File: src/cqr_pkg.sv
// Shared opcodes, status codes and controller/datapath interface types for the queue.
package cqr_pkg;

  localparam logic [1:0] OP_INSERT  = 2'd0;
  localparam logic [1:0] OP_DELETE  = 2'd1;
  localparam logic [1:0] OP_READOUT = 2'd2;

  localparam logic [1:0] ST_OK    = 2'd0;
  localparam logic [1:0] ST_FULL  = 2'd1;
  localparam logic [1:0] ST_EMPTY = 2'd2;

  typedef struct packed {
    logic       ins;         // write value at tail, advance tail
    logic       del;         // read head, advance head
    logic       load;        // read head, start readout pointer after it
    logic       step;        // read at readout pointer, advance it
    logic       rep;         // emit an immediate result
    logic [1:0] rep_status;
    logic       rd_last;     // the read issued now yields the final result
  } cqr_cmd_t;

  typedef struct packed {
    logic full;
    logic empty;
    logic occ_one;
    logic cnt_one;
  } cqr_stat_t;

endpackage

File: src/circular_queue_with_readout_top.sv
// Insert and full/empty reports give their result in the cycle after acceptance.
// Delete passes its read through the memory read register and then the output registers;
// busy is high for a single cycle. Readout of N entries takes the same path, one result
// per cycle, set by the single registered memory read port; busy stays high until the
// last result reaches the outputs. Inserts sustain one per cycle. Results cannot be stalled
// by the receiver. Synchronous rst empties the queue; stored words are not cleared.
module circular_queue_with_readout_top #(
  parameter int DEPTH = 8
) (
  input  logic               clk,
  input  logic               rst,
  input  logic               start,
  output logic               busy,
  input  logic [1:0]         opcode,
  input  logic signed [31:0] value,
  output logic               strobe,
  output logic [1:0]         status,
  output logic signed [31:0] data,
  output logic               last
);
  import cqr_pkg::*;

  cqr_cmd_t  cmd;
  cqr_stat_t stat;

  cqr_ctrl u_ctrl (
    .clk    (clk),
    .rst    (rst),
    .start  (start),
    .opcode (opcode),
    .stat   (stat),
    .cmd    (cmd),
    .busy   (busy)
  );

  cqr_dp #(
    .DEPTH (DEPTH)
  ) u_dp (
    .clk    (clk),
    .rst    (rst),
    .cmd    (cmd),
    .stat   (stat),
    .value  (value),
    .strobe (strobe),
    .status (status),
    .data   (data),
    .last   (last)
  );

endmodule

File: src/cqr_ctrl.sv
// Controller state machine: decodes each transaction and sequences readout reads.
module cqr_ctrl (
  input  logic              clk,
  input  logic              rst,
  input  logic              start,
  input  logic [1:0]        opcode,
  input  cqr_pkg::cqr_stat_t stat,
  output cqr_pkg::cqr_cmd_t  cmd,
  output logic              busy
);
  import cqr_pkg::*;

  typedef enum logic [2:0] {
    S_IDLE  = 3'b001,
    S_RUN   = 3'b010,
    S_DRAIN = 3'b100
  } state_t;

  state_t state, state_next;

  assign busy = (state != S_IDLE);

  always_comb begin
    state_next     = state;
    cmd            = '0;
    cmd.rep_status = ST_OK;
    unique case (state)
      S_IDLE: begin
        if (start) begin
          unique case (opcode)
            OP_INSERT: begin
              cmd.rep = 1'b1;
              if (stat.full) cmd.rep_status = ST_FULL;
              else           cmd.ins        = 1'b1;
            end
            OP_DELETE: begin
              if (stat.empty) begin
                cmd.rep        = 1'b1;
                cmd.rep_status = ST_EMPTY;
              end else begin
                cmd.del     = 1'b1;
                cmd.rd_last = 1'b1;
                state_next  = S_DRAIN;
              end
            end
            OP_READOUT: begin
              if (stat.empty) begin
                cmd.rep        = 1'b1;
                cmd.rep_status = ST_EMPTY;
              end else begin
                cmd.load    = 1'b1;
                cmd.rd_last = stat.occ_one;
                state_next  = stat.occ_one ? S_DRAIN : S_RUN;
              end
            end
            default: ; // unused opcode: drop the transaction
          endcase
        end
      end
      S_RUN: begin
        cmd.step    = 1'b1;
        cmd.rd_last = stat.cnt_one;
        if (stat.cnt_one) state_next = S_DRAIN;
      end
      // hold off new work while the last read result moves to the outputs
      S_DRAIN: state_next = S_IDLE;
      default: state_next = S_IDLE;
    endcase
  end

  always_ff @(posedge clk) begin
    if (rst) state <= S_IDLE;
    else     state <= state_next;
  end

`ifndef SYNTH
  a_step_only_in_run: assert property (@(posedge clk) disable iff (rst)
    cmd.step |-> (state == S_RUN))
    else $error("readout step outside run state");

  a_drain_returns_idle: assert property (@(posedge clk) disable iff (rst)
    (state == S_DRAIN) |=> (state == S_IDLE))
    else $error("drain state did not return to idle");

  a_run_has_entries: assert property (@(posedge clk) disable iff (rst)
    (cmd.load && !cmd.rd_last) |=> (state == S_RUN) && !stat.empty)
    else $error("readout run entered without entries");
`endif

endmodule

File: src/cqr_dp.sv
// Datapath: entry memory, head/tail pointers, occupancy, readout counter and result registers.
module cqr_dp #(
  parameter int DEPTH = 8
) (
  input  logic                clk,
  input  logic                rst,
  input  cqr_pkg::cqr_cmd_t   cmd,
  output cqr_pkg::cqr_stat_t  stat,
  input  logic signed [31:0]  value,
  output logic                strobe,
  output logic [1:0]          status,
  output logic signed [31:0]  data,
  output logic                last
);
  import cqr_pkg::*;

  localparam int AW = $clog2(DEPTH);
  localparam int CW = $clog2(DEPTH + 1);

  logic [31:0]   mem [DEPTH];
  logic [31:0]   rd_data;
  logic [AW-1:0] head, tail, ptr, rd_addr;
  logic [CW-1:0] occ, cnt;
  logic          pend_valid, pend_last;
  logic          rd_en;

  function automatic logic [AW-1:0] wrap_inc(input logic [AW-1:0] i);
    logic [AW-1:0] r;
    if (i == AW'(DEPTH - 1)) r = '0;
    else                     r = i + AW'(1);
    return r;
  endfunction

  assign rd_en   = cmd.del | cmd.load | cmd.step;
  assign rd_addr = cmd.step ? ptr : head;

  assign stat.full    = (occ == CW'(DEPTH));
  assign stat.empty   = (occ == '0);
  assign stat.occ_one = (occ == CW'(1));
  assign stat.cnt_one = (cnt == CW'(1));

  always_ff @(posedge clk) begin
    if (cmd.ins) mem[tail] <= value;
    if (rd_en)   rd_data   <= mem[rd_addr];
  end

  always_ff @(posedge clk) begin
    if (rst) begin
      head       <= '0;
      tail       <= '0;
      occ        <= '0;
      ptr        <= '0;
      cnt        <= '0;
      pend_valid <= 1'b0;
      pend_last  <= 1'b0;
      strobe     <= 1'b0;
    end else begin
      if (cmd.ins) begin
        tail <= wrap_inc(tail);
        occ  <= occ + CW'(1);
      end
      if (cmd.del) begin
        head <= wrap_inc(head);
        occ  <= occ - CW'(1);
      end
      // readout walks a private pointer; the queue itself is left alone
      if (cmd.load) begin
        ptr <= wrap_inc(head);
        cnt <= occ - CW'(1);
      end else if (cmd.step) begin
        ptr <= wrap_inc(ptr);
        cnt <= cnt - CW'(1);
      end
      pend_valid <= rd_en;
      pend_last  <= cmd.rd_last;
      strobe     <= cmd.rep | pend_valid;
    end
  end

  always_ff @(posedge clk) begin
    if (pend_valid) begin
      status <= ST_OK;
      data   <= rd_data;
      last   <= pend_last;
    end else begin
      status <= cmd.rep_status;
      data   <= '0;
      last   <= 1'b1;
    end
  end

`ifndef SYNTH
  a_occ_bound: assert property (@(posedge clk) disable iff (rst)
    occ <= CW'(DEPTH))
    else $error("occupancy above depth");

  a_no_result_collision: assert property (@(posedge clk) disable iff (rst)
    !(cmd.rep && pend_valid))
    else $error("immediate result collides with pending read");

  a_delete_yields_last: assert property (@(posedge clk) disable iff (rst)
    cmd.del |=> pend_valid && pend_last)
    else $error("delete did not produce a final read result");

  a_insert_not_full: assert property (@(posedge clk) disable iff (rst)
    cmd.ins |=> (occ == $past(occ) + CW'(1)))
    else $error("insert did not grow occupancy by one");
`endif

endmodule
File: config.mk
export PLATFORM = sky130hd
export DESIGN_NAME = circular_queue_with_readout_top
export DESIGN_NICKNAME = d
export VERILOG_FILES = /design/src/cqr_pkg.sv /design/src/circular_queue_with_readout_top.sv /design/src/cqr_ctrl.sv /design/src/cqr_dp.sv
export SDC_FILE = /design/constraint.sdc
export NUM_CORES = 1
export LEC_CHECK = 0
export ABC_AREA = 0
export BUFFER_PORTS_ARGS = -buffer_cell sky130_fd_sc_hd__buf_4
export CAP_MARGIN = 20
export CORE_MARGIN = 2
export CORE_UTILIZATION = 32
export CTS_BUF_LIST = sky130_fd_sc_hd__clkbuf_16
export DETAILED_ROUTE_END_ITERATION = 10
export HOLD_SLACK_MARGIN = 0.12
export PLACE_DENSITY = 0.52
export SLEW_MARGIN = 20
export SYNTH_ARGS = -nofsm -noshare
export SYNTH_HDL_FRONTEND = slang
export SYNTH_SLANG_ARGS = --single-unit
File: constraint.sdc
create_clock -name clk -period 5.7 [get_ports clk]
set_clock_uncertainty 0.05 [all_clocks]
set_input_delay 1.14 -clock clk [delete_from_list [all_inputs] [get_ports clk]]
set_output_delay 1.14 -clock clk [all_outputs]
set_load 0.1 [all_outputs]
### Word-level counts from Yosys, hierarchy flattened

Memory sizes are Yosys's and may differ from the RTL's. A register that Yosys moved wholly into a read port is not among the register bits.
Index checks and enable logic that the tools add are counted.

| word-level totals | value |
|---|---|
| word-level logic and storage cells | 82 |
| RAM bits | 256 |
| input port bits | 37 |
| flip-flop bits (word level) | 58 |
| output and inout bits | 37 |
| memories kept | 1 |

| cells by class | value |
|---|---|
| bitwise gates (word level) | 5 |
| reduce and logical (&&, ||, !) cells | 7 |
| equal/unequal tests | 16 |
| multiplexer cells | 35 |
| add/subtract/negate cells | 6 |

Memory list:

| memory | words | bits a word | rd ports | clocked after Yosys merged registers in | wr ports | RTL line | source |
|---|---|---|---|---|---|---|---|
| u_dp.mem | 8 | 32 | 1 | 1 | 1 | cqr_dp.sv:20 | `logic [31:0] mem [DEPTH];` |

Operators by type and width:

| operator | number |
|---|---|
| 2-to-1 mux 3 bit | 15 |
| 2-to-1 mux 4 bit | 5 |
| case mux 3 bit (2 select lines) | 3 |
| 2-to-1 mux 1 bit | 10 |
| adder 3 x 1 -> 3 bit (second input constant) | 3 |
| equality test 3 bit (second input constant) | 3 |
| != test 3 bit (second input constant) | 3 |
| equality test 4 x 1 -> 1 bit (second input constant) | 2 |
| subtractor 4 x 1 -> 4 bit (second input constant) | 2 |
| AND reduction 5 bit | 1 |
| adder 4 x 1 -> 4 bit (second input constant) | 1 |
| equality test 4 bit (second input constant) | 1 |
| zero test 4 bit | 1 |
| case mux 1 bit (2 select lines) | 2 |
| nonzero test 2 bit | 2 |
| equality test 3 x 1 -> 1 bit (second input constant) | 1 |
| equality test 3 x 2 -> 1 bit (second input constant) | 1 |
| != test 3 x 1 -> 1 bit (second input constant) | 1 |
| OR 1 bit | 3 |
| OR reduction 3 bit | 1 |
| equality test 2 x 1 -> 1 bit (second input constant) | 1 |
| equality test 2 bit (second input constant) | 1 |
| zero test 2 bit | 1 |
| != test 2 x 1 -> 1 bit (second input constant) | 1 |
| 3 further kinds | 4 |

### Logic depth before layout (Yosys ltp)

Gate-level depths: netlist (run 1).

| depth | value |
|---|---|
| word-level depth | 7 |
| depth in mapped cells | 8 |
| gate-level depth less buffers | 7 |

### Cells and area by module

From an unflattened synthesis (run 1), not the netlist that was laid out.

| unflattened totals | value |
|---|---|
| cell total of the unflattened synthesis | 1002 |
| area, all modules | 14114.8 um2 |

Modules (own cells, without submodules):

| module | times used | area an instance (um2) | seq. area each (um2) | cells each |
|---|---|---|---|---|
| cqr_dp | 1 | 13813.2 | 9749.4 | 967 |
| cqr_ctrl | 1 | 301.5 | 60.1 | 35 |

### Least setup slack after synthesis (run 1)

No wires, ideal clock.

| timing path | value |
|---|---|
| kind | input port to flip-flop |
| from | in start |
| to | mem u_dp.mem[0][0], enable pin |
| cell stages on the path | 4 |
| buffers on the path | 1 |
| data arrival time | 4834 ps |
| setup slack | 315 ps |
| data required time | 5149 ps |
| setup time | 501 ps |
| cell sequence | and4bb_2 nand3_1 clkbuf_1 nor4_1 |

| on the way | value |
|---|---|
| cells in the longest elaborated chain, start to end | 4 |

Ends and longest elaborated chain:

| what | RTL line | source |
|---|---|---|
| from (decl) | circular_queue_with_readout_top.sv:12 | `input logic start,` |
| 2-to-1 mux 3 bit | cqr_ctrl.sv:29 | `if (start) begin` |
| 2-to-1 mux 3 bit | cqr_ctrl.sv:27 | `unique case (state)` |
| 2-to-1 mux 1 bit | cqr_dp.sv:43 | `if (cmd.ins) mem[tail] <= value;` |
| 2-to-1 mux 1 bit (not written as such) | cqr_dp.sv:43 |  |
| to (decl) | cqr_dp.sv:20 |  |

Every way passes these cells.

### Worst setup path in the final report (run 1)

| timing path | value |
|---|---|
| from | reg u_ctrl.state[1] |
| to | reg u_dp.rd_data[31], read port of u_dp.mem, data pin |

| on the way | value |
|---|---|
| cells in the longest elaborated chain, start to end | 4 |
| elaborated cells between the ends (all ways) | 7 |
| those cells by class | eq/ne (2); mux (3); bitwise (2) |

Ends and longest elaborated chain:

| what | RTL line | source |
|---|---|---|
| from (decl) | cqr_ctrl.sv:19 | `state_t state, state_next;` |
| from (signal assigned) | cqr_ctrl.sv:73 | `else state <= state_next;` |
| equality test 3 x 1 -> 1 bit | cqr_ctrl.sv:27 |  |
| 2-to-1 mux 3 bit | cqr_ctrl.sv:27 |  |
| OR 1 bit (2 in a row) | cqr_dp.sv:34 | `assign rd_en = cmd.del \| cmd.load \| cmd.step;` |
| to (decl) | cqr_dp.sv:21 | `logic [31:0] rd_data;` |

Parallel ways exist; a longest one is shown, timed or not.
A chain may end at the register's enable or synchronous reset.

==> results.txt, run 1 <==
Cts-stage hold buffer count: 0
Cell taking the most area after synthesis: edfxtp_1
Leak Pwr: 5.23 nW
WP data required: 5.98 ns
Crit path buf inv count: 1
Slew headroom: 27.1%
CTS root buffer: clkbuf_16
Clock latency at the later pin of the worst-skew pair: 0.52 ns
Cell area after synthesis: 13200 µm²
Inserted Diodes: 0
Yosys cell types: 40
I/O pin count: 74
Power per cell area: 342 nW/µm²
Cell Chain, Critical Path: nor3b_4, mux2_8, buf_4, mux2i_1, a32o_1, a221oi_1
Finished Layout Cells: 1451
Startpoint Class: register
Status: finished clean
Predominant post-synthesis flop cell: edfxtp_1
Post-synthesis compound-gate area fraction: 7.67%
Critical path data arrival time: 3.57 ns
Number of global-route vias before repair: 7177
Post-layout instance area: 15700 µm²
Reg-to-Reg End: u_dp.rd_data[31]
Pre-CTS setup slack: 2.00 ns
# fillers: 3766
Synth Instances: 799
CORE AREA: 40800 µm²
Worst Hold Path Cells: 1
DIE HEIGHT: 207 µm
Initial antenna violation count: 1
Largest net degree at the start of global routing: 109
Synth Area in Adders: 1.42%
DP Wirelength: 15600 µm
EDFF count, synth: 288
Placed inst area: 14400 µm²
Gpl congestion: 0.713
Final setup margin: 2.41 ns
Most frequent cells after synthesis: edfxtp_1, mux2i_1, nand2_1, dfxtp_1, and2_1
Nets: 941
CTS Buffer Depth: 3
Hold WS: 0.357 ns
Worst-path maximum fanout: 108
Row count: 74
Initial Utilization: 32.4%
Share of cells above drive strength 1: 20.9%
Routed wire length: 27500 µm
GRT Total Usage: 12.8%
Mux cell area share after synthesis: 7.58%
Slowest-stage cell, CP: mux2_8
Vias per cell: 4.77
Max Cap Viol: 0
Clk sinks: 346
Tmin final: 3.29 ns
Multi-input gate area: 3240 µm²
WHS Endpoint: u_dp.last
Layout area overhead: 18.3%
First-pass GRT wire length: 42600 µm
Most frequent cell after synthesis: edfxtp_1
Register area: 9810 µm²
Die area: 43000 µm²
Max Slew Vio Count: 0
R2R Setup Slk: 2.41 ns
Post-Synth Simple-Gate Area: 6.62%
Top post-synthesis cells by area: edfxtp_1, dfxtp_1, mux2i_1
Dpl cells: 1378
Largest family of logic cells by synthesized area: compound AO/OA/AOI/OAI gates
CTS clk-pin slew, worst paths: 0.06 ns
Routed vias: 6927
Synth Area in XOR/XNOR: 0.397%
TritonCTS clock tree: built
Unrepaired setup endpoints after global routing: no
Ys Warns: 0
Drt first pass iters: 6
Final Hold Fails: 0
Worst Reg-to-Reg Cells: 6
Final setup vio count: 0
Hold_sp: u_dp.pend_last
Crit path max-delay family: multiplexers
Routed WL per cell: 19.0 µm
Crit-path max cell delay: 0.98 ns
Worst Setup End Kind: register
Max frequency: 304 MHz
Residual DRC: 0
Critical path class: reg -> reg
Reg-to-Reg Start: u_ctrl.state[1]
Least-Margin Pin Slew: 1.09 ns
Grt total ovfl: 0
Syn_nets: 851
Post-CTS Resized: 0
Port bufs: 73
H-Tree Depth: 2
Inserted Clock Buffers: 39
Mean Syn Cell Area: 16.6 µm²
Drt initial violations: 367
Setup total negative slack: 0 ns
Ys async rst share: 0%
Sequential element share of the synthesized area: 74.1%
Postcts setup bufs: 0
Worst hold path class: reg -> reg
VDD IR max: 0.000197 V
Number of routed nets with antenna violations: 0
Period utilisation layout: 57.7%
Chip Width: 207 µm
FF+latch count, synth: 346
Synth top area share: 65.4%
## per-layer routing
layer  GRT usage (%)  vias up  share of wire (%)  routed length, µm
li1                -     3266                  -                  -
met4            3.37        0                1.8                506
met2            21.5      107                 48              13300
met5               0        -                  0                  0
met1            16.8     3514                 46              12800
met3            2.50       40                3.4                944
## cell usage in the layout, fill, tap and decap left out, drive strengths merged, types with 2 or more instances in the layout
cell      n
a32o     32
clkbuf   41
nor3     12
nand3    10
a211oi    5
a21oi    15
nand2    87
a31oi     2
nand2b    5
nor4      3
xor2      4
a311oi    3
nor2b     2
nor3b     5
xnor2     2
inv      17
a221oi   32
o21a      2
clkinv   19
o21ai     2
nor2     23
dfxtp    58
ha       15
buf      91
edfxtp  288
mux2i    99
and2     33
## stage by stage
stage / utilization [%] / power [mW]
global route: 38.3 / 5.56
finish: 38.3 / 5.35
detailed placement: 35.3 / 3.10
CTS: 38.2 / 5.43
global placement: 35.3 / 3.10
floorplan: - / 3.01
## power by group
group          total [mW]  internal, mW  leakage [nW]  switching [mW]
sequential           2.80          2.78          3.06          0.0179
combinational       0.252        0.0797          1.55           0.173
clock                2.31          1.34         0.619           0.965
total                5.35          4.20          5.23            1.16
## worst reg2reg max path: cells and delay by family, from the launching register on
family	cells	cell delay [ns]
buffers and inverters	1	0.51
AND/OR/NAND/NOR	1	0.61
AO/OA/AOI/OAI	2	0.43
flip-flops	1	0.37
multiplexers	2	1.12
## flip-flops by register name (all words and copies together), names as in the netlist
name	count
u_dp.mem	256
u_dp.cnt	4
u_dp.rd_data	32
u_dp.pend_valid	1
u_dp.strobe	1
u_dp.status	2
u_dp.last	1
u_ctrl.state	3
u_dp.pend_last	1
u_dp.ptr	3
u_dp.data	32
u_dp.head	3
u_dp.occ	4
u_dp.tail	3
## cell type report
type / count / area share [%]
Timing Repair Buffer: 91 / 4.57
Sequential cell: 346 / 62.7
Inverter: 8 / 0.192
Multi-Input combinational cell: 403 / 20.7
Clock buffer: 41 / 6.55
Clock inverter: 30 / 1.03
Tap cell: 532 / 4.25
## worst max-delay path by stage
stage	start	end	slack, ns	cells past startpoint
4_1_cts	u_dp.occ[0]	u_dp.rd_data[11]	2.29	5
3_5_place_dp	start	u_dp.rd_data[15]	2.00	4
5_1_grt	u_ctrl.state[1]	u_dp.rd_data[12]	2.13	6
3_3_place_gp	start	u_dp.rd_data[14]	2.07	4
2_1_floorplan	start	u_dp.mem[0][0]	0.31	4
6_report	u_ctrl.state[1]	u_dp.rd_data[31]	2.41	6
## cells by family (layout without fill, tap and decap cells)
family	after synthesis	after routing
flip-flops	346	346
buffers and inverters	50	170
AND/OR/NAND/NOR	184	184
XOR/XNOR	6	6
multiplexers	100	100
AO/OA/AOI/OAI	98	98
adder cells (fa/ha/maj)	15	15
No activity file was read; power rests on OpenSTA's default activity.
==> run 2, diff against run 1 <==
Clock period 5.7 ns to 2.7 ns, I/O delays scaled along.
==> results.txt, run 2 (synthesis results as in run 1) <==
Status: finished clean
WP data required: 2.11 ns
Slew headroom: 28.2%
Largest net degree at the start of global routing: 37
Number of routed nets with antenna violations: 0
Crit path buf inv count: 2
Vias per cell: 4.78
Largest register by flop count: u_dp.mem
# fillers: 3708
Initial Utilization: 32.4%
First-pass GRT wire length: 43900 µm
Grt total ovfl: 0
Largest regs: u_dp.mem (256), u_dp.data (32), u_dp.rd_data (32)
Port bufs: 73
VDD IR max: 0.000359 V
Worst Hold Path Cells: 1
Leak Pwr: 5.44 nW
DP Wirelength: 16100 µm
Critical Path Source: u_ctrl.state[0]
CTS root buffer: clkbuf_16
Hold WS: 0.193 ns
Startpoint Class: register
Reg-to-Reg Start: u_ctrl.state[1]
Row count: 74
I/O pin count: 74
Routed vias: 7066
Initial antenna violation count: 2
Crit-path max cell delay: 0.53 ns
Drt initial violations: 384
TritonCTS clock tree: built
Met3 wire len: 1350 µm
Residual DRC: 0
Power per cell area: 717 nW/µm²
Met2 WL: 13800 µm
Commonest non-fill, non-tap cell in the layout: edfxtp_1
CTS clk-pin slew, worst paths: 0.06 ns
Post-CTS Resized: 0
Critical Path Stages: 3
Crit path max-delay family: simple AND/OR/NAND/NOR gates
Final core utilization: 39.5%
Layout area overhead: 21.8%
Max frequency: 401 MHz
H-Tree Depth: 2
Inserted Diodes: 0
Nets: 966
Share of cells above drive strength 1: 23.0%
Max reg flops: 256
Wire length on met1: 12900 µm
Worst hold path class: in -> reg
Setup total negative slack: 0 ns
Inserted Clock Buffers: 39
Max Slew Vio Count: 0
R2R Setup Slk: 0.22 ns
Clk sinks: 346
Hold_sp: value[14]
Worst Reg-to-Reg Cells: 6
Pwr Total: 11.5 mW
Cts-stage hold buffer count: 0
Routed wire length: 28500 µm
Postcts setup bufs: 0
Number of global-route vias before repair: 7313
Final Hold Fails: 0
Pre-CTS setup slack: 0.185 ns
Die area: 43000 µm²
Final setup margin: 0.208 ns
Routed WL per cell: 19.3 µm
Worst Setup End Kind: output pin
Drt first pass iters: 5
Clock latency at the later pin of the worst-skew pair: 0.52 ns
DIE HEIGHT: 207 µm
GRT Total Usage: 13.2%
Worst-path maximum fanout: 5
CORE AREA: 40800 µm²
Slowest-stage cell, CP: nor3b_1
Chip Width: 207 µm
Top Layer Used: met5
Unrepaired setup endpoints after global routing: no
Gpl congestion: 0.717
Critical path class: reg -> out
CTS Buffer Depth: 3
Reg-to-Reg End: u_dp.rd_data[9]
Least-Margin Pin Slew: 1.07 ns
Tmin final: 2.49 ns
Max Cap Viol: 0
Most frequent cells in the layout: edfxtp_1, buf_4, mux2i_1, nand2_1, dfxtp_1
Critical path data arrival time: 1.90 ns
Final setup vio count: 0
Period utilisation layout: 92.3%
Cell Chain, Critical Path: nor3b_1, inv_1, buf_4
WHS Endpoint: u_dp.mem[5][14]
[run 2: metrics by stage]
stage,cell area [µm²],cells
floorplan,13300,799
global placement,14900,1405
detailed placement,14900,1405
CTS,16100,1477
global route,16100,1477
finish,16100,1477
[run 2: where the power goes]
part	total [mW]	leakage, nW	switching [mW]	internal [mW]
Sequential	5.91	3.06	0.0474	5.86
Clock	5.09	0.662	2.03	3.06
Combinational	0.545	1.71	0.362	0.183
Total	11.5	5.44	2.44	9.11
[run 2: layout make-up]
| class | instances | area [µm²] | share of cell area (%) |
|---|---|---|---|
| Sequential cell | 346 | 9810 | 60.9 |
| Multi-Input combinational cell | 403 | 3270 | 20.3 |
| Timing Repair Buffer | 116 | 1080 | 6.73 |
| Clock buffer | 40 | 1000 | 6.21 |
| Tap cell | 532 | 666 | 4.13 |
| Clock inverter | 32 | 245 | 1.52 |
| Inverter | 8 | 30.0 | 0.186 |
[run 2: worst max-delay path by stage]
stage and end:
2_1_floorplan u_dp.mem[5][0], 3_3_place_gp u_dp.rd_data[9], 3_5_place_dp u_dp.rd_data[9], 4_1_cts u_dp.rd_data[9], 5_1_grt u_dp.rd_data[9], 6_report busy
[run 2: layer usage]
| layer | GRT usage (%) | up-vias |
|---|---|---|
| li1 | - | 3318 |
| met1 | 17.6 | 3580 |
| met2 | 21.8 | 120 |
| met3 | 2.95 | 44 |
| met4 | 3.50 | 4 |
| met5 | 0 | - |
==> run 3, diff against run 2 <==
Settings changed: PLACE_DENSITY 0.52 to 0.5, SYNTH_HIERARCHICAL set to 1.
Clock period 2.7 ns to 2.4 ns, I/O delays scaled along.
==> results.txt, run 3 <==
Status: finished clean
Clk sinks: 346
Mux cell area share after synthesis: 5.18%
Synth Area in XOR/XNOR: 0.496%
CTS clk-pin slew, worst paths: 0.06 ns
Share of cells above drive strength 1: 20.6%
Layout area overhead: 26.2%
Final setup vio count: 0
FF+latch count, synth: 346
Critical path data arrival time: 2.56 ns
Drt initial violations: 550
R2R Setup Slk: 0.08 ns
Yosys cell types: 48
Sequential element share of the synthesized area: 69.5%
Routed wire length: 34100 µm
Multi-input gate area: 4030 µm²
Placed inst area: 16100 µm²
Worst Reg-to-Reg Cells: 9
Vias per cell: 4.80
Period utilisation layout: 96.5%
Post-synthesis compound-gate area fraction: 10.1%
Slew headroom: 67.3%
Number of routed nets with antenna violations: 0
Cell taking the most area after synthesis: edfxtp_1
Port bufs: 73
GRT Total Usage: 14.6%
# fillers: 4029
Mean Syn Cell Area: 14.1 µm²
Ys async rst share: 0%
Synth top area share: 61.3%
Reg-to-Reg Start: u_ctrl/state[1]
Most frequent cells after synthesis: edfxtp_1, nor2_1, nor2b_1, mux2i_1, o22ai_1
Register area: 9820 µm²
Row count: 76
Predominant post-synthesis flop cell: edfxtp_1
Post-Synth Simple-Gate Area: 10.3%
Largest register by flop count: u_dp/mem
Max Slew Vio Count: 0
Synth Area in Adders: 1.33%
DIE HEIGHT: 214 µm
Largest net degree at the start of global routing: 68
Final core utilization: 41.2%
Routed vias: 8574
Wire length on met1: 15600 µm
Nets: 1224
Gpl congestion: 0.713
Largest family of logic cells by synthesized area: simple AND/OR/NAND/NOR gates
Critical path class: reg -> reg
Worst hold path class: in -> reg
VDD IR max: 0.000407 V
Met3 wire len: 1340 µm
Post-layout instance area: 17800 µm²
EDFF count, synth: 288
Top post-synthesis cells by area: edfxtp_1, dfxtp_1, mux2i_1
Startpoint Class: register
WHS Endpoint: u_dp/mem[3][12]
Power per cell area: 730 nW/µm²
Reg-to-Reg End: u_dp/rd_data[21]
Leak Pwr: 6.69 nW
Max frequency: 432 MHz
TritonCTS clock tree: built
CORE AREA: 43300 µm²
Met2 WL: 16400 µm
Worst Setup End Kind: register
Tmin final: 2.32 ns
Max Cap Viol: 0
Worst Hold Path Cells: 1
Most frequent cells in the layout: edfxtp_1, buf_4, nor2_1, nor2b_1, mux2i_1
Largest regs: u_dp/mem (256), u_dp/data (32), u_dp/rd_data (32)
Cell area after synthesis: 14100 µm²
Max reg flops: 256
Pwr Total: 13.0 mW
Syn_nets: 1054
Initial antenna violation count: 2
Die area: 45800 µm²
Least-Margin Pin Slew: 0.490 ns
Most frequent cell after synthesis: edfxtp_1
WP data required: 2.64 ns
Residual DRC: 0
First-pass GRT wire length: 51200 µm
Commonest non-fill, non-tap cell in the layout: edfxtp_1
Grt total ovfl: 0
Number of global-route vias before repair: 8388
Final Hold Fails: 0
Chip Width: 214 µm
CTS root buffer: clkbuf_16
I/O pin count: 74
Routed WL per cell: 19.1 µm
Inserted Clock Buffers: 39
Setup total negative slack: 0 ns
Clock latency at the later pin of the worst-skew pair: 0.55 ns
H-Tree Depth: 2
Synth Instances: 1002
Hold WS: 0.158 ns
Top Layer Used: met4
DP Wirelength: 19800 µm
Hold_sp: value[12]
CTS Buffer Depth: 3
Initial Utilization: 32.6%
Worst-path maximum fanout: 6
Ys Warns: 6
Drt first pass iters: 5
## run 3: cell types whose count changed in the layout (fill, tap and decap cells not counted), sizes merged, moves of 32 or more
| cell | change |
|---|---|
| a221oi | -32 |
| o22ai | +65 |
| buf | +41 |
| o21ai | +33 |
| o31ai | +33 |
| nor2b | +68 |
| nand2 | -80 |
| nor2 | +72 |
| nand2b | +33 |
## run 3: cells by family after synthesis
group	Yosys count
AND/OR/NAND/NOR	269
multiplexers	72
flip-flops	346
AO/OA/AOI/OAI	219
buffers and inverters	73
XOR/XNOR	8
adder cells (fa/ha/maj)	15
## run 3: per-layer routing
| layer | vias to the layer above | track usage [%] |
|---|---|---|
| met4 | 0 | 4.48 |
| met2 | 143 | 24.5 |
| met5 | - | 0 |
| met1 | 4279 | 19.3 |
| li1 | 4104 | - |
| met3 | 48 | 2.67 |
## run 3: what timing repair did
action | in CTS | in global routing
hold endpoints to repair | 240 | 0
resized for setup | 1 | 7
pin swaps | 0 | 2
hold buffers | 30 | 0
setup buffers | 0 | 12
setup endpoints to repair | 21 | 27
gates cloned | 0 | 4
## run 3: report_power, final
part,internal [mW],switching [mW]
sequential,6.57,0.0305
clock,3.37,2.34
combinational,0.291,0.407
## run 3: worst max path at each step
stage | start | to | slack, ns
after floorplan | u_dp/occ[0] | u_dp/mem[0][0] | -0.01
after global placement | u_ctrl/state[1] | u_dp/rd_data[10] | -0.007
after detailed placement | u_ctrl/state[1] | u_dp/rd_data[18] | -0.06
after CTS | u_ctrl/state[1] | u_dp/rd_data[18] | 0.003
after global routing | u_ctrl/state[1] | u_dp/rd_data[24] | -0.002
final | u_ctrl/state[1] | u_dp/rd_data[21] | 0.08
## run 3: cell type report
class                           instances  area share, %
Inverter                               11          0.288
Antenna cell                            2         0.0281
Timing Repair Buffer                  191           11.1
Clock inverter                         31           1.34
Multi-Input combinational cell        583           22.6
Tap cell                              585           4.11
Sequential cell                       346           55.1
Clock buffer                           39           5.48
## run 3: critical path, stage by stage (launching register included)
cell	delay, ns
dfxtp_2	0.35
or3b_4	0.40
clkinv_4	0.09
mux2i_4	0.29
buf_6	0.17
clkbuf_16	0.16
clkbuf_16	0.15
mux2i_1	0.19
o22a_1	0.16
o21ai_1	0.07
## run 3: per-stage QoR
stage | setup WS, ns | std cells
floorplan | -0.00995 | 1002
global placement | -0.00695 | 1670
detailed placement | -0.0619 | 1670
CTS | 0.00258 | 1770
global route | -0.00157 | 1788
finish | 0.0846 | 1788
